## src/hdl/max_pool_2d_argmax_unit_assert.svh

```systemverilog
// Assertion helpers for the max pooling unit.
// Both expect clk_i and rst_ni in scope.
`ifndef MAX_POOL_2D_ARGMAX_UNIT_ASSERT_SVH
`define MAX_POOL_2D_ARGMAX_UNIT_ASSERT_SVH

`define MPA_ASSERT(lbl, prop, msg) \
  lbl: assert property (@(posedge clk_i) disable iff (!rst_ni) (prop)) else $error(msg);

`define MPA_ASSERT_NEVER(lbl, cond, msg) \
  lbl: assert property (@(posedge clk_i) disable iff (!rst_ni) !(cond)) else $error(msg);

`endif

```

## src/hdl/mpa_pkg.sv

```systemverilog
`timescale 1ns / 1ps

package mpa_pkg;

  localparam int MAX_WIDTH   = 64;
  localparam int MAX_HEIGHT  = 64;
  localparam int MAX_WINDOW  = 4;
  localparam int STEP_MAX    = 7;
  localparam int STORE_DEPTH = MAX_WINDOW * MAX_WIDTH;

  localparam int COL_W  = $clog2(MAX_WIDTH);
  localparam int ROW_W  = $clog2(MAX_HEIGHT);
  localparam int SLOT_W = $clog2(MAX_WINDOW);
  localparam int ADDR_W = $clog2(STORE_DEPTH);

  localparam int VAL_W      = 16;
  localparam int IDX_W      = 32;
  localparam int KREG_W     = 3;
  localparam int DIM_W      = 7;
  localparam int WAIT_W     = 3;
  localparam int CFG_IDX_W  = 2;
  localparam int CFG_DATA_W = 7;

  typedef enum logic [CFG_IDX_W-1:0] {
    REG_WINDOW = 2'd0,
    REG_STEP   = 2'd1,
    REG_HEIGHT = 2'd2,
    REG_WIDTH  = 2'd3
  } cfg_reg_e;

  typedef enum logic [3:0] {
    S_IDLE  = 4'b0001,
    S_SCAN  = 4'b0010,
    S_DRAIN = 4'b0100,
    S_EMIT  = 4'b1000
  } state_e;

  typedef struct packed {
    logic              restart;
    logic              pix_we;
    logic [ADDR_W-1:0] wr_addr;
    logic              plane_end;
    logic              scan_start;
    logic              rd_en;
    logic [ADDR_W-1:0] rd_addr;
    logic              rd_first;
    logic              rd_row_end;
    logic [SLOT_W-1:0] k_m1;
    logic [DIM_W-1:0]  w_eff;
    logic              load_out;
    logic              plane_done;
  } dp_cmd_t;

  typedef struct packed {
    logic out_free;
  } dp_status_t;

  function automatic logic [DIM_W-1:0] clamp_dim(input logic [DIM_W-1:0] v,
                                                  input logic [DIM_W-1:0] hi);
    if (v == '0) return DIM_W'(1);
    if (v > hi) return hi;
    return v;
  endfunction

  function automatic logic [KREG_W-1:0] clamp_small(input logic [KREG_W-1:0] v,
                                                     input logic [KREG_W-1:0] hi);
    if (v == '0) return KREG_W'(1);
    if (v > hi) return hi;
    return v;
  endfunction

endpackage

```

## src/hdl/mpa_if.sv

```systemverilog


interface mpa_res_if;
  import mpa_pkg::*;
  logic                    valid;
  logic                    ready;
  logic signed [VAL_W-1:0] max_value;
  logic [IDX_W-1:0]        max_index;
  logic                    plane_done;
  modport source (output valid, output max_value, output max_index, output plane_done,
                  input ready);
  modport sink (input valid, input max_value, input max_index, input plane_done,
                output ready);
endinterface

```

## src/hdl/mpa_ram.sv

```systemverilog
`timescale 1ns / 1ps

module mpa_ram #(
  parameter int WIDTH = 16,
  parameter int DEPTH = 256
) (
  input  logic                     clk_i,
  input  logic                     we_i,
  input  logic [$clog2(DEPTH)-1:0] waddr_i,
  input  logic [WIDTH-1:0]         wdata_i,
  input  logic                     re_i,
  input  logic [$clog2(DEPTH)-1:0] raddr_i,
  output logic [WIDTH-1:0]         rdata_o
);

  logic [WIDTH-1:0] mem_q [DEPTH];
  logic [WIDTH-1:0] rdata_q;

  always_ff @(posedge clk_i) begin
    if (we_i) begin
      mem_q[waddr_i] <= wdata_i;
    end
    if (re_i) begin
      rdata_q <= mem_q[raddr_i];
    end
  end

  assign rdata_o = rdata_q;

endmodule

```

## src/hdl/mpa_datapath.sv

```systemverilog
`timescale 1ns / 1ps

module mpa_datapath (
  input  logic                             clk_i,
  input  logic                             rst_ni,
  input  logic signed [mpa_pkg::VAL_W-1:0] pixel_value_i,
  input  mpa_pkg::dp_cmd_t                 cmd_i,
  output mpa_pkg::dp_status_t              status_o,
  mpa_res_if.source                        res_o
);
  import mpa_pkg::*;

  `include "max_pool_2d_argmax_unit_assert.svh"

  localparam int SPAN_W = SLOT_W + DIM_W;

  logic [VAL_W-1:0]        rdata;
  logic [IDX_W-1:0]        plane_base_q, gidx_q, scan_idx_q, cand_idx_q, best_idx_q, out_idx_q;
  logic signed [VAL_W-1:0] best_val_q, out_val_q;
  logic                    cmp_valid_q, cmp_first_q, out_valid_q, out_pd_q;
  logic [SPAN_W-1:0]       span;
  logic [IDX_W-1:0]        row_step;

  mpa_ram #(
    .WIDTH (VAL_W),
    .DEPTH (STORE_DEPTH)
  ) u_store (
    .clk_i   (clk_i),
    .we_i    (cmd_i.pix_we),
    .waddr_i (cmd_i.wr_addr),
    .wdata_i (pixel_value_i),
    .re_i    (cmd_i.rd_en),
    .raddr_i (cmd_i.rd_addr),
    .rdata_o (rdata)
  );

  // (k-1) rows back from the current pixel, then (k-1) columns back
  assign span     = SPAN_W'(cmd_i.k_m1) * SPAN_W'(cmd_i.w_eff);
  assign row_step = IDX_W'(cmd_i.w_eff) - IDX_W'(cmd_i.k_m1);

  always_ff @(posedge clk_i or negedge rst_ni) begin
    if (!rst_ni) begin
      plane_base_q <= '0;
      gidx_q       <= '0;
      cmp_valid_q  <= 1'b0;
      cmp_first_q  <= 1'b0;
      out_valid_q  <= 1'b0;
    end else begin
      if (cmd_i.restart) begin
        gidx_q <= plane_base_q;
      end else if (cmd_i.pix_we) begin
        gidx_q <= gidx_q + IDX_W'(1);
        if (cmd_i.plane_end) begin
          plane_base_q <= gidx_q + IDX_W'(1);
        end
      end
      cmp_valid_q <= cmd_i.rd_en;
      cmp_first_q <= cmd_i.rd_first;
      if (cmd_i.load_out) begin
        out_valid_q <= 1'b1;
      end else if (res_o.ready) begin
        out_valid_q <= 1'b0;
      end
    end
  end

  always_ff @(posedge clk_i) begin
    if (cmd_i.scan_start) begin
      scan_idx_q <= gidx_q - IDX_W'(span) - IDX_W'(cmd_i.k_m1);
    end else if (cmd_i.rd_en) begin
      scan_idx_q <= cmd_i.rd_row_end ? scan_idx_q + row_step : scan_idx_q + IDX_W'(1);
    end
    if (cmd_i.rd_en) begin
      cand_idx_q <= scan_idx_q;
    end
    // strict compare keeps the first pixel in scan order on ties
    if (cmp_valid_q && (cmp_first_q || ($signed(rdata) > best_val_q))) begin
      best_val_q <= rdata;
      best_idx_q <= cand_idx_q;
    end
    if (cmd_i.load_out) begin
      out_val_q <= best_val_q;
      out_idx_q <= best_idx_q;
      out_pd_q  <= cmd_i.plane_done;
    end
  end

  assign status_o.out_free = !out_valid_q || res_o.ready;

  assign res_o.valid      = out_valid_q;
  assign res_o.max_value  = out_val_q;
  assign res_o.max_index  = out_idx_q;
  assign res_o.plane_done = out_pd_q;

  `MPA_ASSERT_NEVER(a_no_overrun, cmd_i.load_out && out_valid_q && !res_o.ready, "result word overwritten before taken")

endmodule

```

## src/flat_wrapper.sv

```systemverilog
// flat-port wrapper written by rule: the top's interface ports become plain ports
module mpa_datapath_flat import mpa_pkg::*;
  (clk_i, rst_ni, pixel_value_i, cmd_i, status_o, res_o_valid, res_o_max_value, res_o_max_index, res_o_plane_done, res_o_ready);
  mpa_res_if res_o_i ();
  input  logic clk_i;
  input  logic rst_ni;
  input  logic signed [mpa_pkg::VAL_W-1:0] pixel_value_i;
  input  mpa_pkg::dp_cmd_t cmd_i;
  output mpa_pkg::dp_status_t status_o;
  output wire logic [$bits(res_o_i.valid)-1:0] res_o_valid;
  output wire logic [$bits(res_o_i.max_value)-1:0] res_o_max_value;
  output wire logic [$bits(res_o_i.max_index)-1:0] res_o_max_index;
  output wire logic [$bits(res_o_i.plane_done)-1:0] res_o_plane_done;
  input wire logic [$bits(res_o_i.ready)-1:0] res_o_ready;
  assign res_o_valid = res_o_i.valid;
  assign res_o_max_value = res_o_i.max_value;
  assign res_o_max_index = res_o_i.max_index;
  assign res_o_plane_done = res_o_i.plane_done;
  assign res_o_i.ready = res_o_ready;
  mpa_datapath u_core (.clk_i(clk_i), .rst_ni(rst_ni), .pixel_value_i(pixel_value_i), .cmd_i(cmd_i), .status_o(status_o), .res_o(res_o_i));
endmodule
```

## config.mk

```make
export PLATFORM = sky130hd
export DESIGN_NAME = mpa_datapath_flat
export DESIGN_NICKNAME = d
export VERILOG_FILES = /design/src/hdl/mpa_pkg.sv /design/src/hdl/mpa_if.sv /design/src/hdl/mpa_ram.sv /design/src/hdl/mpa_datapath.sv /design/src/flat_wrapper.sv
export VERILOG_INCLUDE_DIRS = /design/src /design/src/hdl
export SDC_FILE = /design/constraint.sdc
export NUM_CORES = 2
export LEC_CHECK = 0
export ABC_AREA = 0
export BUFFER_PORTS_ARGS = -buffer_cell sky130_fd_sc_hd__buf_2
export CORE_ASPECT_RATIO = 0.6
export CORE_UTILIZATION = 55
export CTS_CLUSTER_DIAMETER = 100
export DETAILED_ROUTE_END_ITERATION = 8
export PLACE_DENSITY = 0.71
export SKIP_CTS_REPAIR_TIMING = 1
export SKIP_LAST_GASP = 1
export SYNTH_ARGS = -nofsm -noshare
export SYNTH_HDL_FRONTEND = slang
export SYNTH_SLANG_ARGS = --single-unit
```

## constraint.sdc

```tcl
create_clock -name clk_i -period 12 [get_ports clk_i]
set_clock_uncertainty 0.15 [all_clocks]
set_input_delay 0.6 -clock clk_i [delete_from_list [all_inputs] [get_ports clk_i]]
set_output_delay 0.6 -clock clk_i [all_outputs]
set_load 0.005 [all_outputs]
```

-- Yosys cells after proc, flatten, opt, wreduce, memory -nomap -nowiden
Memory sizes are Yosys's and may differ from the RTL's. A register that Yosys moved wholly into a read port is not among the register bits.
Index checks and enable logic that the tools add are counted.
- memories: 1
- output and inout bits: 51
- bits in registers: 228
- input bits: 53
- word-level logic and storage cells: 39
- bits in writable memories: 4096
- bitwise gates (word level): 1
- reductions and logical operators: 8
- multiplexer cells: 9
- multiply operators: 1
- magnitude comparators: 1
- $add $sub $neg: 6
- memories (memory ; words ; width ; read ports ; clocked after memory_dff ; write ports ; RTL line ; text):
    u_core.u_store.mem_q ; 256 ; 16 ; 1 ; 1 ; 1 ; mpa_ram.sv:16 ; logic [WIDTH-1:0] mem_q [DEPTH];
- operators with widths (kind ; count):
    $mux 32 ; 5
    $add 32x1->32 const B ; 2
    $add 32x32->32 ; 1
    $sub 32x2->32 ; 1
    $sub 32x9->32 ; 1
    $gt 16x16->1 ; 1
    $mul 2x7->9 ; 1
    $sub 7x2->8 ; 1
    $reduce_bool 2->1 ; 3
    $mux 1 ; 4
    $reduce_and 3->1 ; 1
    $logic_or 1x1->1 ; 2
    $logic_and 1x1->1 ; 1
    $logic_not 1->1 ; 1
    $not 1->1 ; 1

-- Logic depth before layout (Yosys ltp)
- depth after elaboration: 5
- gate-level depth with buffers: 18
- depth with buffers taken out: 18

-- Modules after synthesis
From an unflattened synthesis, not the netlist that was laid out.
- cell total of the unflattened synthesis: 8476
- area total of the unflattened synthesis: 171041.5 sq um
- modules (own cells, without submodules) (module ; seq. area each (sq um) ; instances ; cells each ; area each (sq um)):
    mpa_ram ; 123478.4 ; 1 ; 7360 ; 158874.9
    mpa_datapath ; 6511.2 ; 1 ; 1116 ; 12166.7

-- Worst setup path after synthesis
OpenSTA, ideal clock, no wires.
- kind: input to register
- from: input cmd_i[10] (netlist bit)
- to: register u_core.scan_idx_q[31] (data pin)
- library setup time: 260 ps
- path buffers: 0
- arrival: 5560 ps
- cell stages on the path: 15
- data required time: 11590 ps
- setup slack: 6030 ps
- cell sequence: inv_1 ha_1 a211oi_1 nand2_1 nor3b_1 ha_1 a21oi_1 o21ai_0 a221o_1 o31a_1 o41ai_2 o41a_1 o311ai_2 xnor2_1 mux2_2
- longest elaborated chain between the ends: 5
- elaborated cells between the ends (all ways): 8
- those cells by class: 4 x add/sub; 1 x mul; 3 x mux
- ends and longest elaborated chain (what ; RTL line ; text):
    from (decl) ; flat_wrapper.sv:8 ; input mpa_pkg::dp_cmd_t cmd_i;
    parallel branches: the longest is 4 deep, another holds $sub 32x9->32 ; - ;
    $mux 32 (*) ; mpa_datapath.sv:68 ; if (cmd_i.scan_start) begin
    to (signal assigned) ; mpa_datapath.sv:69 ; scan_idx_q <= gidx_q - IDX_W'(span) - IDX_W'(cmd_i.k_m1);
    to (signal assigned) ; mpa_datapath.sv:71 ; scan_idx_q <= cmd_i.rd_row_end ? scan_idx_q + row_step : scan_idx_q + IDX_W'(1);
    to (decl) ; mpa_datapath.sv:18 ; logic [IDX_W-1:0] plane_base_q, gidx_q, scan_idx_q, cand_idx_q, best_idx_q, out_idx_q;
Mark *: on every way between the ends. The select of a mux whose other input is x is not followed.
A chain may end at the register's enable or synchronous reset.

==> impl_metrics.yaml <==
global_route:
  antenna_found_initial: 38
  grt_pass1_vias: 80784
  grt_overflow: 0
  grt_pass1_wl_um: 613000
  grtUsageTotal_pct: 28.0
  grt_max_degree: 169
synth:
  syn-num-nets: 7779
  netlist-cell-type-count: 68
  synth_edf_count: 4273
  ys_seq_elements: 4340
  syn_area_um2: 169000
  ys_warn_count: 0
  synth_ff_type: "edfxtp_1"
  async_flop_share_pct: 1.54
  synth_area_per_cell_um2: 22.1
  syn_inst: 7648
  seq_area_frac_synth_pct: 76.8
die:
  ios: 104
  initial_utilization_pct: 55.4
  fp.dieArea_um2: 310000
  coreArea_um2: 306000
  die_w_um: 718
  die_y_um: 432
  rows: 157
worst_setup_path:
  startpoint_type: "input port"
  worstPathArrival_ns: 5.66
  critPathMaxStageDelay_ns: 0.69
  critical_path_buf_inv_count: 4
  required_ns: 12.63
  crit_chain: "buf_12 -> buf_4 -> buf_4 -> buf_4 -> mux4_2 -> mux2i_1 -> a22oi_1 -> nand4_1 -> a211o_1 -> a21oi_1"
  crit_fanout: 105
  slowest_stage: "buf_4"
  cpLargestDelayFamily: "buffers and inverters"
  cp-end-kind: "register"
  crit_top_cell: "buf_4"
  critPathKind: "in -> reg"
placement:
  dp_slack_ns: 6.00
  hpwl_um: 261000
  gp_congestion: 0.874
  port_buffers: 103
pwr:
  ir_drop_v: 0.000153
  p_sw_mw: 7.00
  power.internal_mw: 24.4
  pwr-share-clk_pct: 38.4
  power.density_nw_per_um2: 167
  swShare_pct: 22.3
  power_mw: 31.4
  seq_power_share_pct: 54.4
  comb_power_share_pct: 7.2
  leakage_nw: 60.1
finish:
  final_core_utilization_pct: 61.7
  drive_gt1_share_pct: 26.4
  fillers: 20341
  layout_commonest_cell: "edfxtp_1"
  layout.nets: 8246
  mostFrequentLayoutCells: "edfxtp_1 (4273), mux4_2 (1124), clkbuf_16 (382), buf_4 (381), mux2i_1 (328)"
  area_delta_synth_final_pct: 11.4
run:
  maxCapViolCount: 0
timing:
  fmax_mhz: 199
  grt_setup_unrepaired: "no"
  maxSlewViolCount: 0
  fin_crit_sh_pct: 41.9
  setup_ws_ns: 6.97
  fin_setup_tns_ns: 0
  finalSetupViolCount: 0
  relSlewSlack_pct: 7.21
  hold_viol: 0
  layout_min_cycle_time_ns: 5.03
  worst_slew_pin_slew_ns: 1.39
route:
  drt-total-wl_um: 437000
  postRouteAntennaNets: 0
  drc: 0
  avgRoutedWirePerCell_um: 35.0
  dr.pass1.iters: 8
  drt_iter0_markers: 13746
  num_vias: 83871
  via_per_inst: 6.72
cts:
  numCtsBuffers: 375
  cts_max_level: 5
  clock-root-buffer: "clkbuf_16"
  cts_sinks: 4340
  clk_pin_slew_ns: 0.07
  cts_tree: "built"
  insertion_delay_ns: 0.96
  cts_buffer_depth: 4
run_status:
  status: "completed"
worst_hold_path:
  hp-class: "in -> reg"
[state kept, by name (all words and copies together), names as in the netlist]
name / count
u_core.u_store.rdata_o: 16
u_core.res_o.valid: 1
u_core.res_o.max_index: 32
u_core.res_o.plane_done: 1
u_core.cmp_valid_q: 1
u_core.cmp_first_q: 1
u_core.scan_idx_q: 32
u_core.u_store.mem_q: 4096
u_core.plane_base_q: 32
u_core.best_val_q: 16
u_core.cand_idx_q: 32
u_core.res_o.max_value: 16
u_core.best_idx_q: 32
u_core.gidx_q: 32
[final timing paths]
path | slack, ns | endpoint | start | cells after the start
max | 6.97 | u_core.u_store.rdata_o[14] | cmd_i[13] | 10
min | 0.02 | u_core.u_store.mem_q[22][9] | pixel_value_i[9] | 1
max reg2reg | 7.73 | u_core.scan_idx_q[16] | u_core.gidx_q[1] | 13
min reg2reg | 0.27 | u_core.res_o.max_index[21] | u_core.best_idx_q[21] | 0
max in group asynchronous | 10.71 | u_core.plane_base_q[30] | rst_ni | 3
min in group asynchronous | 0.29 | u_core.plane_base_q[3] | rst_ni | 3
[worst reg2reg max path: stages, from the launching register on]
cell and delay (ns):
dfrtp_1 0.41, inv_1 0.13, fa_1 0.46, fa_1 0.43, fa_1 0.52, nor2b_1 0.13, o21ai_0 0.11, a21boi_0 0.31
o211ai_1 0.21, a21boi_0 0.25, o21ai_0 0.30, nand3_1 0.21, xor2_1 0.28, a21oi_1 0.11
[cell families after synthesis]
family / after synthesis / share of synthesized area (%)
flip-flops: 4340 / 76.8
multiplexers: 1454 / 16.9
AND/OR/NAND/NOR: 740 / 2.02
buffers and inverters: 470 / 1.29
AO/OA/AOI/OAI: 448 / 1.77
XOR/XNOR: 118 / 0.610
adder cells (fa/ha/maj): 78 / 0.625
[routing by layer]
| metal | track usage (%) | part of all wire, % | up-vias | wire (um) |
|---|---|---|---|---|
| li1 | - | - | 32997 | - |
| met3 | 8.79 | 15 | 655 | 63700 |
| met5 | 0 | 0.023 | - | 101 |
| met2 | 38.3 | 42 | 5915 | 185000 |
| met4 | 8.17 | 3.0 | 16 | 13300 |
| met1 | 43.7 | 40 | 44288 | 175000 |
[power groups by stage]
stage	Combinational [mW]	Clock, mW	Sequential, mW
after global placement	2.18	0	17.4
final	2.26	12.0	17.1
after global routing	2.41	12.7	17.1
after floorplan	1.39	0	17.3
after CTS	2.24	12.1	17.1
after detailed placement	2.22	0	17.4
[cells in the mapped netlist, types with 62 or more instances]
| master | instances | area share (%) |
|---|---|---|
| buf_2 | 92 | 0.27 |
| mux2i_1 | 328 | 1.9 |
| a21oi_1 | 64 | 0.19 |
| mux4_2 | 1124 | 15 |
| dfrtp_1 | 67 | 0.99 |
| clkbuf_1 | 195 | 0.43 |
| edfxtp_1 | 4273 | 76 |
| a22oi_1 | 128 | 0.57 |
| nand2_1 | 150 | 0.33 |
| xnor2_1 | 63 | 0.33 |
| nor2_1 | 333 | 0.74 |
| o21ai_0 | 87 | 0.26 |
| ha_1 | 67 | 0.50 |
| buf_4 | 62 | 0.27 |
[layout make-up]
class / instances / area, um2 / share of cell area, %
multi-input combinational: 2838 / 37400 / 19.8
tap: 4054 / 5070 / 2.69
inverter: 55 / 206 / 0.109
timing repair buffer: 505 / 3940 / 2.09
clock inverter: 200 / 2000 / 1.06
sequential: 4340 / 130000 / 68.9
clock buffer: 474 / 9930 / 5.27
antenna: 13 / 32.5 / 0.0173
[metrics by stage]
stage	cell area (um2)	std cells	hold WS [ns]
3_5_place_dp	176000	11784	0.255
2_1_floorplan	169000	7648	0.154
6_report	189000	12479	0.0151
5_1_grt	189000	12474	0.0164
4_1_cts	188000	12458	-0.434
3_3_place_gp	176000	11784	0.253
No activity file was read; power rests on OpenSTA's default activity.
