`config.mk`:
```
export PLATFORM = sky130hd
export DESIGN_NAME = mpa_ctrl
export DESIGN_NICKNAME = d
export VERILOG_FILES = /design/src/hdl/mpa_pkg.sv /design/src/hdl/mpa_ctrl.sv
export VERILOG_INCLUDE_DIRS = /design/src /design/src/hdl
export SDC_FILE = /design/constraint.sdc
export NUM_CORES = 1
export LEC_CHECK = 0
export BUFFER_PORTS_ARGS = -buffer_cell sky130_fd_sc_hd__buf_4
export CAP_MARGIN = 20
export CORE_MARGIN = 2
export CORE_UTILIZATION = 60
export DETAILED_ROUTE_END_ITERATION = 8
export PLACE_DENSITY_LB_ADDON = 0.25
export SLEW_MARGIN = 20
export SYNTH_ARGS = -nofsm -noshare
export SYNTH_HDL_FRONTEND = slang
export SYNTH_SLANG_ARGS = --single-unit
```
`constraint.sdc`:
```
create_clock -name clk_i -period 4.9 [get_ports clk_i]
set_input_delay 0.98 -clock clk_i [delete_from_list [all_inputs] [get_ports clk_i]]
set_output_delay 0.98 -clock clk_i [all_outputs]
set_load 0.005 [all_outputs]
```
`src/hdl/max_pool_2d_argmax_unit_assert.svh`:
```
// Assertion helpers for the max pooling unit.
// Both expect clk_i and rst_ni in scope.
`ifndef MAX_POOL_2D_ARGMAX_UNIT_ASSERT_SVH
`define MAX_POOL_2D_ARGMAX_UNIT_ASSERT_SVH

`define MPA_ASSERT(lbl, prop, msg) \
  lbl: assert property (@(posedge clk_i) disable iff (!rst_ni) (prop)) else $error(msg);

`define MPA_ASSERT_NEVER(lbl, cond, msg) \
  lbl: assert property (@(posedge clk_i) disable iff (!rst_ni) !(cond)) else $error(msg);

`endif

```
`src/hdl/mpa_pkg.sv`:
```
`timescale 1ns / 1ps

package mpa_pkg;

  localparam int MAX_WIDTH   = 64;
  localparam int MAX_HEIGHT  = 64;
  localparam int MAX_WINDOW  = 4;
  localparam int STEP_MAX    = 7;
  localparam int STORE_DEPTH = MAX_WINDOW * MAX_WIDTH;

  localparam int COL_W  = $clog2(MAX_WIDTH);
  localparam int ROW_W  = $clog2(MAX_HEIGHT);
  localparam int SLOT_W = $clog2(MAX_WINDOW);
  localparam int ADDR_W = $clog2(STORE_DEPTH);

  localparam int VAL_W      = 16;
  localparam int IDX_W      = 32;
  localparam int KREG_W     = 3;
  localparam int DIM_W      = 7;
  localparam int WAIT_W     = 3;
  localparam int CFG_IDX_W  = 2;
  localparam int CFG_DATA_W = 7;

  typedef enum logic [CFG_IDX_W-1:0] {
    REG_WINDOW = 2'd0,
    REG_STEP   = 2'd1,
    REG_HEIGHT = 2'd2,
    REG_WIDTH  = 2'd3
  } cfg_reg_e;

  typedef enum logic [3:0] {
    S_IDLE  = 4'b0001,
    S_SCAN  = 4'b0010,
    S_DRAIN = 4'b0100,
    S_EMIT  = 4'b1000
  } state_e;

  typedef struct packed {
    logic              restart;
    logic              pix_we;
    logic [ADDR_W-1:0] wr_addr;
    logic              plane_end;
    logic              scan_start;
    logic              rd_en;
    logic [ADDR_W-1:0] rd_addr;
    logic              rd_first;
    logic              rd_row_end;
    logic [SLOT_W-1:0] k_m1;
    logic [DIM_W-1:0]  w_eff;
    logic              load_out;
    logic              plane_done;
  } dp_cmd_t;

  typedef struct packed {
    logic out_free;
  } dp_status_t;

  function automatic logic [DIM_W-1:0] clamp_dim(input logic [DIM_W-1:0] v,
                                                  input logic [DIM_W-1:0] hi);
    if (v == '0) return DIM_W'(1);
    if (v > hi) return hi;
    return v;
  endfunction

  function automatic logic [KREG_W-1:0] clamp_small(input logic [KREG_W-1:0] v,
                                                     input logic [KREG_W-1:0] hi);
    if (v == '0) return KREG_W'(1);
    if (v > hi) return hi;
    return v;
  endfunction

endpackage

```
`src/hdl/mpa_ctrl.sv`:
```
`timescale 1ns / 1ps

module mpa_ctrl (
  input  logic                             clk_i,
  input  logic                             rst_ni,
  input  logic                             cfg_we_i,
  input  logic [mpa_pkg::CFG_IDX_W-1:0]    cfg_idx_i,
  input  logic [mpa_pkg::CFG_DATA_W-1:0]   cfg_data_i,
  input  logic                             in_valid_i,
  output logic                             in_ready_o,
  input  mpa_pkg::dp_status_t              status_i,
  output mpa_pkg::dp_cmd_t                 cmd_o
);
  import mpa_pkg::*;

  `include "max_pool_2d_argmax_unit_assert.svh"

  localparam int PD_W = DIM_W + 1;

  logic [KREG_W-1:0] win_q, win_d, step_q, step_d;
  logic [DIM_W-1:0]  height_q, height_d, width_q, width_d;
  logic [COL_W-1:0]  col_q, col_d, col0_q, col0_d;
  logic [ROW_W-1:0]  row_q, row_d;
  logic [SLOT_W-1:0] rslot_q, rslot_d, sl_q, sl_d, si_q, si_d, sj_q, sj_d;
  logic [WAIT_W-1:0] cwait_q, cwait_d, rwait_q, rwait_d;
  logic              pdone_q, pdone_d;
  state_e            state_q, state_d;

  logic [KREG_W-1:0] k_eff, s_eff, k_new;
  logic [DIM_W-1:0]  h_eff, w_eff;
  logic [SLOT_W-1:0] k_m1, rslot_inc, sl_inc;
  logic [WAIT_W-1:0] s_m1, kn_m1, k_m1_w;
  logic              accept, win_hit, col_last, row_last, pdone;

  assign k_eff  = clamp_small(win_q, KREG_W'(MAX_WINDOW));
  assign s_eff  = clamp_small(step_q, KREG_W'(STEP_MAX));
  assign h_eff  = clamp_dim(height_q, DIM_W'(MAX_HEIGHT));
  assign w_eff  = clamp_dim(width_q, DIM_W'(MAX_WIDTH));
  assign k_m1   = SLOT_W'(k_eff - KREG_W'(1));
  assign k_m1_w = WAIT_W'(k_eff - KREG_W'(1));
  assign s_m1   = WAIT_W'(s_eff - KREG_W'(1));

  // window size that applies right after this config write
  assign k_new = (cfg_reg_e'(cfg_idx_i) == REG_WINDOW) ?
                 clamp_small(cfg_data_i[KREG_W-1:0], KREG_W'(MAX_WINDOW)) : k_eff;
  assign kn_m1 = WAIT_W'(k_new - KREG_W'(1));

  assign rslot_inc = (KREG_W'(rslot_q) + KREG_W'(1) == k_eff) ? '0 : rslot_q + SLOT_W'(1);
  assign sl_inc    = (KREG_W'(sl_q) + KREG_W'(1) == k_eff) ? '0 : sl_q + SLOT_W'(1);

  assign in_ready_o = (state_q == S_IDLE);
  assign accept     = in_valid_i && in_ready_o;
  assign win_hit    = (rwait_q == '0) && (cwait_q == '0);
  assign col_last   = (DIM_W'(col_q) == w_eff - DIM_W'(1));
  assign row_last   = (DIM_W'(row_q) == h_eff - DIM_W'(1));
  assign pdone      = (PD_W'(row_q) + PD_W'(1) + PD_W'(s_eff) > PD_W'(h_eff)) &&
                      (PD_W'(col_q) + PD_W'(1) + PD_W'(s_eff) > PD_W'(w_eff));

  always_comb begin
    win_d    = win_q;
    step_d   = step_q;
    height_d = height_q;
    width_d  = width_q;
    col_d    = col_q;
    row_d    = row_q;
    rslot_d  = rslot_q;
    cwait_d  = cwait_q;
    rwait_d  = rwait_q;
    col0_d   = col0_q;
    sl_d     = sl_q;
    si_d     = si_q;
    sj_d     = sj_q;
    pdone_d  = pdone_q;
    state_d  = state_q;

    cmd_o            = '0;
    cmd_o.k_m1       = k_m1;
    cmd_o.w_eff      = w_eff;
    cmd_o.plane_done = pdone_q;

    if (cfg_we_i) begin
      case (cfg_reg_e'(cfg_idx_i))
        REG_WINDOW: win_d    = cfg_data_i[KREG_W-1:0];
        REG_STEP:   step_d   = cfg_data_i[KREG_W-1:0];
        REG_HEIGHT: height_d = cfg_data_i[DIM_W-1:0];
        REG_WIDTH:  width_d  = cfg_data_i[DIM_W-1:0];
        default:    win_d    = win_q;
      endcase
      col_d         = '0;
      row_d         = '0;
      rslot_d       = '0;
      cwait_d       = kn_m1;
      rwait_d       = kn_m1;
      cmd_o.restart = 1'b1;
    end else begin
      case (state_q)
        S_IDLE: begin
          if (accept) begin
            cmd_o.pix_we  = 1'b1;
            cmd_o.wr_addr = {rslot_q, col_q};
            if (win_hit) begin
              cmd_o.scan_start = 1'b1;
              sl_d    = rslot_inc;
              col0_d  = col_q - COL_W'(k_m1);
              si_d    = '0;
              sj_d    = '0;
              pdone_d = pdone;
              state_d = S_SCAN;
            end
            if (col_last) begin
              col_d   = '0;
              cwait_d = k_m1_w;
              if (row_last) begin
                row_d           = '0;
                rslot_d         = '0;
                rwait_d         = k_m1_w;
                cmd_o.plane_end = 1'b1;
              end else begin
                row_d   = row_q + ROW_W'(1);
                rslot_d = rslot_inc;
                rwait_d = (rwait_q == '0) ? s_m1 : rwait_q - WAIT_W'(1);
              end
            end else begin
              col_d   = col_q + COL_W'(1);
              cwait_d = (cwait_q == '0) ? s_m1 : cwait_q - WAIT_W'(1);
            end
          end
        end
        S_SCAN: begin
          cmd_o.rd_en      = 1'b1;
          cmd_o.rd_addr    = {sl_q, col0_q + COL_W'(sj_q)};
          cmd_o.rd_first   = (si_q == '0) && (sj_q == '0);
          cmd_o.rd_row_end = (sj_q == k_m1);
          if (sj_q == k_m1) begin
            sj_d = '0;
            si_d = si_q + SLOT_W'(1);
            sl_d = sl_inc;
            if (si_q == k_m1) begin
              state_d = S_DRAIN;
            end
          end else begin
            sj_d = sj_q + SLOT_W'(1);
          end
        end
        S_DRAIN: begin
          state_d = S_EMIT;
        end
        S_EMIT: begin
          if (status_i.out_free) begin
            cmd_o.load_out = 1'b1;
            state_d        = S_IDLE;
          end
        end
        default: begin
          state_d = S_IDLE;
        end
      endcase
    end
  end

  always_ff @(posedge clk_i or negedge rst_ni) begin
    if (!rst_ni) begin
      win_q    <= KREG_W'(2);
      step_q   <= KREG_W'(2);
      height_q <= DIM_W'(64);
      width_q  <= DIM_W'(64);
      col_q    <= '0;
      row_q    <= '0;
      rslot_q  <= '0;
      cwait_q  <= WAIT_W'(1);
      rwait_q  <= WAIT_W'(1);
      si_q     <= '0;
      sj_q     <= '0;
      state_q  <= S_IDLE;
    end else begin
      win_q    <= win_d;
      step_q   <= step_d;
      height_q <= height_d;
      width_q  <= width_d;
      col_q    <= col_d;
      row_q    <= row_d;
      rslot_q  <= rslot_d;
      cwait_q  <= cwait_d;
      rwait_q  <= rwait_d;
      si_q     <= si_d;
      sj_q     <= sj_d;
      state_q  <= state_d;
    end
  end

  always_ff @(posedge clk_i) begin
    col0_q  <= col0_d;
    sl_q    <= sl_d;
    pdone_q <= pdone_d;
  end

  `MPA_ASSERT(a_hit_starts_scan, (accept && win_hit && !cfg_we_i) |=> (state_q == S_SCAN), "window hit did not start a scan")
  `MPA_ASSERT(a_emit_returns, (state_q == S_EMIT && status_i.out_free && !cfg_we_i) |=> (state_q == S_IDLE), "result load did not return to idle")
  `MPA_ASSERT_NEVER(a_rw_overlap, cmd_o.pix_we && cmd_o.rd_en, "store write during window scan")
  `MPA_ASSERT_NEVER(a_slot_range, KREG_W'(rslot_q) >= k_eff, "row slot beyond window size")

endmodule

```
# Word-level counts from Yosys, hierarchy flattened
# Index checks and enable logic that the tools add are counted.
# W data, S select, Z words.
[totals]
register_bits = 57
in_bits = 14
output_inout_bits = 35
word_cells = 180
[classes]
addsub = 21
order_cmp = 7
eq_ne = 18
n_mux = 90
n_bitwise = 1
n_reduce_logical = 28
[ops]
columns = ["op", "count"]
rows = [
  ["$mux W3", 24],
  ["$mux W7", 8],
  ["$mux W6", 9],
  ["$mux W11", 3],
  ["$mux W2", 14],
  ["$mux W1", 22],
  ["$mux W22", 1],
  ["$mux W4", 5],
  ["$add A7 B3 Y8", 2],
  ["$gt A8 B7 Y1", 2],
  ["$pmux W4 S4", 1],
  ["$logic_not A3 Y1", 5],
  ["$sub A3 B1 Y3 const B", 5],
  ["$add A6 B1 Y7 const B", 2],
  ["$eq A6 B7 Y1", 2],
  ["$gt A7 B7 Y1 const B", 2],
  ["$logic_not A7 Y1", 2],
  ["$sub A7 B1 Y7 const B", 2],
  ["$add A6 B1 Y6 const B", 2],
  ["$pmux W2 S2", 3],
  ["$reduce_and A2 Y1", 5],
  ["$gt A3 B3 Y1 const B", 3],
  ["$add A2 B1 Y2 const B", 4],
  ["$reduce_and A4 Y1", 2],
  ["other kinds (20)", 35],
]

# Depth between registers and ports, before layout
# Gate-level depths: netlist of run 1.
[logic_depth]
depth_word = 12
depth_mapped = 15
ltp_nobuf = 14

# Worst setup path before layout of run 1
# No wires, ideal clock.
[synth_timing]
path_kind = "flip-flop to output port"
startpoint = "register width_q[4]"
endpoint = "output cmd_o[23] (netlist bit)"
arrival_time_ps = 3011
t_required_ps = 3920
setup_slack_ps = 909
stages_incl_launch_ff = 13
n_path_buf = 2
path_cell_list = "dfrtp_1 -> nor3_1 -> a21oi_1 -> or2_2 -> ha_1 -> nand4bb_1 -> a21oi_1 -> o21a_1 -> or3_4 -> or4_4 -> buf_6 -> buf_6 -> nor4_2"
[synth_rtl]
columns = ["item", "line_no", "rtl"]
rows = [
  ["start, declared", "mpa_ctrl.sv:21", "logic [DIM_W-1:0] height_q, height_d, width_q, width_d;"],
  ["start signal, assigned", "mpa_ctrl.sv:179", "width_q <= width_d;"],
  ["end, declared", "mpa_ctrl.sv:12", "output mpa_pkg::dp_cmd_t cmd_o"],
]

==> impl_metrics.toml, run 1 <==
[worst_setup_path]
path_buf_inv = 1
cp.required_ns = 3.92
start_kind = "register"
worstPathArrival_ns = 3.64
path_class = "reg -> out"
max_stage_delay_ns = 0.61
crit_chain = "nor3_1, a21oi_1, or2_2, ha_1, nand4bb_1, a21oi_1, o21a_1, or3_4, or4_4, nor4_2, buf_4"
crit_family = "simple AND/OR/NAND/NOR gates"
end_kind = "output pin"
path_max_fanout = 12
crit_top_cell = "a21oi_1"
cp_slowest_cell = "or4_4"

[placed_design]
pre_cts_ws_ns = 0.686
portBuffers = 48
place_area_um2 = 4980
hpwl_um = 8090
gp_congestion = 0.885

[die]
fp.dieW_um = 91.7
die_height_um = 91.7
rows = 31
core_um2 = 7370
start_util_pct = 62.6
die-area_um2 = 8410
floorplan.io_pins = 49

[routing]
met1_length_um = 4990
wl_um = 10900
wl_per_cell_um = 16.4
viasPerCell = 6.00
highest_layer = "met4"
num_vias = 3993
met2WireLength_um = 5170
wl_met3_um = 574
drc = 0
ant_nets = 0
dr.pass1.iters = 5
drtIter0Drc = 194

[logic_synthesis]
synth-main-ff-cell = "dfrtp_1"
yosys.area.top_type_share_pct = 22.2
seq_area_frac_synth_pct = 32.1
yosys-top-cells-count = "nand2_1, dfrtp_1, ha_1, inv_1, nor2_1"
avgSynthCellArea_um2 = 8.76
synth_edf_count = 9
synth_most_common_cell = "nand2_1"
synthTopCellsByArea = "dfrtp_1, ha_1, edfxtp_1"
synth-async-reset-ratio_pct = 84.2
ys_types = 67
ys_warn_count = 0
ys_ff_latch = 57
synth.net_count = 582
syn_inst = 527
syn_area_um2 = 4620
yosys.area.top_type = "dfrtp_1"

[power_and_ir_drop]
cellPowerDensity_nw_per_um2 = 405
p_leak_nw = 2.36
ir_drop_mv = 0.188
combPwrFrac_pct = 47.5
p_switching_mw = 0.845
pwr-share-clk_pct = 17.5
p_int_mw = 1.24
pwr-share-seq_pct = 35.0
switching_share_pct = 40.6

[grt]
overflow = 0
grt_max_degree = 49
grt_usage_pct = 27.7
grt_pass1_vias = 3979
antenna_found_initial = 0
grt_pass1_wl_um = 18800

[outcome]
outcome = "completed"

[cts]
hold_buffers = 0
max-clock-path-buffers = 2
cts-root-buf = "clkbuf_8"
cts_tree = "yes"
postCtsSetupBuffers = 0
path_clk_slew_ns = 0.07
cts_resized = 0
cts_sinks = 57
cts_buffers = 9
htreeDepth = 3
clock_latency_ns = 0.34

[final_layout]
syn2layout_area_growth_pct = 11.3
fin_area_um2 = 5140
fillers = 597
num_antenna_cells = 0
nets = 617
multi_input_area_um2 = 2850
seq_area_um2 = 1480
drive_above_1_share_pct = 19.6

[sta]
fin_setup_tns_ns = 0
max_freq_mhz = 216
fin_skew_ns = 0.00976
tightest_slew_ns = 0.650
min_period_over_period_pct = 94.4
final.setup.worst_slack_ns = 0.276
slew_viol_final = 0
final-hold-violation-count = 0
setup_viol = 0
period_needed_ns = 4.62
max-slew-margin-rel_pct = 56.6
rsz0062_at_grt = "no"

[run]
cap_violations = 0

[worst_hold_path]
hold_class = "reg -> reg"
## through the flow
stage	util [%]	hold slack [ns]	power, mW	instances
finish	69.7	0.513	2.08	666
global route	69.7	0.540	2.25	666
CTS	69.7	0.517	2.08	666
detailed placement	67.6	0.503	1.71	650
global placement	67.6	0.484	1.66	650
floorplan	-	0.465	1.43	527
## worst reg2reg max path, delay by kind of cell, from the launching register on
kind	cells	cell delay, ns
flip-flops	1	0.46
AO/OA/AOI/OAI	4	0.79
adder cells (fa/ha/maj)	1	0.25
multiplexers	1	0.17
AND/OR/NAND/NOR	5	1.77
## path summary, 6_finish.rpt
check,from,endpoint,slack [ns],depth (start not counted)
min in group asynchronous,rst_ni,row_q[0],0.67,1
hold reg to reg,step_q[0],step_q[0],0.51,2
setup reg to reg,width_q[3],cwait_q[1],1.34,11
hold / removal,step_q[0],step_q[0],0.51,2
max in group asynchronous,rst_ni,rwait_q[2],3.81,1
setup / recovery,width_q[3],cmd_o[23],0.28,11
## layer usage
layer,track usage [%],vias to the layer above
li1,-,1940
met1,36.6,1902
met2,45.5,129
met3,4.77,22
met4,10.8,0
met5,0,-
## power groups by stage
stage | logic [mW] | clock network (mW) | registers (mW)
finish | 0.989 | 0.366 | 0.728
detailed placement | 0.977 | 0 | 0.732
global placement | 0.935 | 0 | 0.725
floorplan | 0.756 | 0 | 0.674
global route | 1.12 | 0.392 | 0.744
CTS | 0.986 | 0.372 | 0.724
## logic make-up after synthesis
| kind of cell | after synthesis | synth area share, % |
|---|---|---|
| buffers and inverters | 66 | 6.21 |
| adders and majority gates | 42 | 11.7 |
| and+or+nand+nor | 193 | 22.4 |
| xor gates and xnor gates | 33 | 6.26 |
| DFF | 57 | 32.1 |
| AOI/OAI and AO/OA | 110 | 15.3 |
| muxes | 26 | 6.15 |
## state kept, by name (all words and copies together), names as in the netlist
signal / count
col0_q: 6
col_q: 6
cwait_q: 3
height_q: 7
pdone_q: 1
row_q: 6
rslot_q: 2
rwait_q: 3
si_q: 2
sj_q: 2
sl_q: 2
state_q: 4
step_q: 3
width_q: 7
win_q: 3
## layout by cell type, fill, tap and decap left out, drive strengths merged, types with 8 or more instances in the layout
cell type  instances
nor2b              9
clkbuf            12
nand2             46
nand2b            14
ha                39
buf               51
a31oi              8
dfrtp             41
o21ai             30
edfxtp             9
nor3              15
nand3             22
and3              17
inv               38
xor2              17
nor2              32
mux2              19
a21oi             28
xnor2             16
o31ai              9
## final cells by class
| cell class | instances | share of cell area [%] |
|---|---|---|
| Tap cell | 99 | 2.41 |
| Multi-Input combinational cell | 404 | 55.5 |
| Timing Repair Buffer | 51 | 7.45 |
| Clock buffer | 12 | 2.63 |
| Sequential cell | 57 | 28.8 |
| Inverter | 39 | 2.85 |
| Clock inverter | 4 | 0.390 |
No activity file was read; power rests on OpenSTA's default activity.
==> run 2, diff against run 1 <==
CORE_MARGIN = 5   (was 2)
TNS_END_PERCENT = 30   (was not set)
==> run 2 against run 1 <==
Compared with the run above: design area increased by 0.63%; first-iteration DRC count is 12% higher; clock power up 24%; wire length is 3.0% higher; sequential cell count unchanged; critical endpoint unchanged.
==> impl_metrics.toml, run 2 (synthesis results as in run 1) <==
[routing]
viasPerCell = 6.05
num_vias = 4038
met2WireLength_um = 5610
dr.pass1.iters = 6
wl_um = 11200
wl_met3_um = 567
highest_layer = "met4"
wl_per_cell_um = 16.8
met1_length_um = 4770
ant_nets = 0
drc = 0
drtIter0Drc = 217

[cts]
cts_sinks = 57
cts_tree = "yes"
cts_buffers = 9
cts-root-buf = "clkbuf_8"
htreeDepth = 3
path_clk_slew_ns = 0.06
max-clock-path-buffers = 2
clock_latency_ns = 0.34
hold_buffers = 0
cts_resized = 0
postCtsSetupBuffers = 0

[final_layout]
reg_top3 = "height_q x7, width_q x7"
nets = 615
drive_above_1_share_pct = 19.5
syn2layout_area_growth_pct = 12.0
stdcell_count = 667
fillers = 650
final_cell_mix = "buf_4, nand2_1, dfrtp_1"
final_common_cell = "buf_4"
num_antenna_cells = 0

[grt]
grt_pass1_wl_um = 18900
grt_pass1_vias = 3908
grt_usage_pct = 24.3
grt_max_degree = 49
overflow = 0
antenna_found_initial = 0

[placed_design]
dp_cells = 651
pre_cts_ws_ns = 0.689
gp_congestion = 0.883
hpwl_um = 8370
portBuffers = 48

[sta]
fin_setup_tns_ns = 0
tightest_slew_ns = 0.846
rsz0062_at_grt = "no"
final.setup.worst_slack_ns = 0.271
slew_viol_final = 0
fin_skew_ns = 0.00528
period_needed_ns = 4.63
setup_viol = 0
max-slew-margin-rel_pct = 42.8
final-hold-violation-count = 0
min_period_over_period_pct = 94.5
max_freq_mhz = 216

[die]
die_height_um = 97.7
fp.dieW_um = 97.7
floorplan.io_pins = 49
die-area_um2 = 9550
rows = 32
core_um2 = 7610
start_util_pct = 60.7

[power_and_ir_drop]
cellPowerDensity_nw_per_um2 = 420
p_leak_nw = 2.37
power_mw = 2.17
ir_drop_mv = 0.295

[worst_setup_path]
cp.required_ns = 3.92
path_max_fanout = 12
worstPathArrival_ns = 3.65
end_kind = "output pin"
path_class = "reg -> out"
start_kind = "register"

[outcome]
outcome = "completed"

[worst_hold_path]
hold_class = "reg -> reg"

[run]
cap_violations = 0
[run 2: cell count changes in the layout (fill, tap and decap cells not counted)]
cell       before  now
clkbuf_1        3    2
bufinv_16       0    1
clkbuf_8        9   11
clkinv_2        4    2
buf_4          51   49
[run 2: critical path: stages, from the launching register on]
cell and delay, ns:
dfrtp_1 0.47, nor3_1 0.37, a21oi_1 0.14, or2_2 0.31, ha_1 0.25, nand4bb_1 0.11
a21oi_1 0.09, o21a_1 0.17, or3_4 0.38, or4_4 0.60, nor4_2 0.26, buf_4 0.16
[run 2: final timing paths]
check                            from    endpoint  slack (ns)  cells after the start
setup / recovery           width_q[3]   cmd_o[23]        0.27                     11
hold / removal              step_q[0]   step_q[0]        0.51                      2
setup reg to reg            step_q[1]     pdone_q        1.32                     13
hold reg to reg             step_q[0]   step_q[0]        0.51                      2
max in group asynchronous      rst_ni  width_q[1]        3.82                      1
min in group asynchronous      rst_ni  rslot_q[0]        0.66                      1
[run 2: final cells by class]
class | count | area (um2) | area share [%]
multi-input cells | 404 | 2850 | 55.1
well taps | 102 | 128 | 2.47
inverters | 39 | 146 | 2.83
repair buffers | 49 | 368 | 7.11
flip-flops and latches | 57 | 1480 | 28.6
clock inverters | 3 | 40.0 | 0.774
clock buffers | 13 | 159 | 3.07
[run 2: where the power goes]
part | switching (mW) | leakage [nW] | internal [mW] | total, mW
logic | 0.528 | 1.59 | 0.460 | 0.988
clock network | 0.193 | 0.103 | 0.261 | 0.454
registers | 0.136 | 0.679 | 0.592 | 0.728
total | 0.856 | 2.37 | 1.31 | 2.17
[run 2: stage by stage]
stage                     cell area (um2)  hold slack [ns]  utilization [%]
after floorplan                      4620            0.465                -
after global placement               4970            0.478             65.4
after detailed placement             4970            0.491             65.4
after CTS                            5170            0.505             68.0
after global routing                 5170            0.538             68.0
final                                5170            0.508             68.0
[run 2: layer usage]
layer	global-route usage (%)	up-vias
li1	-	1935
met2	40.9	133
met3	4.45	27
met5	0	-
met4	10.2	0
met1	30.8	1943
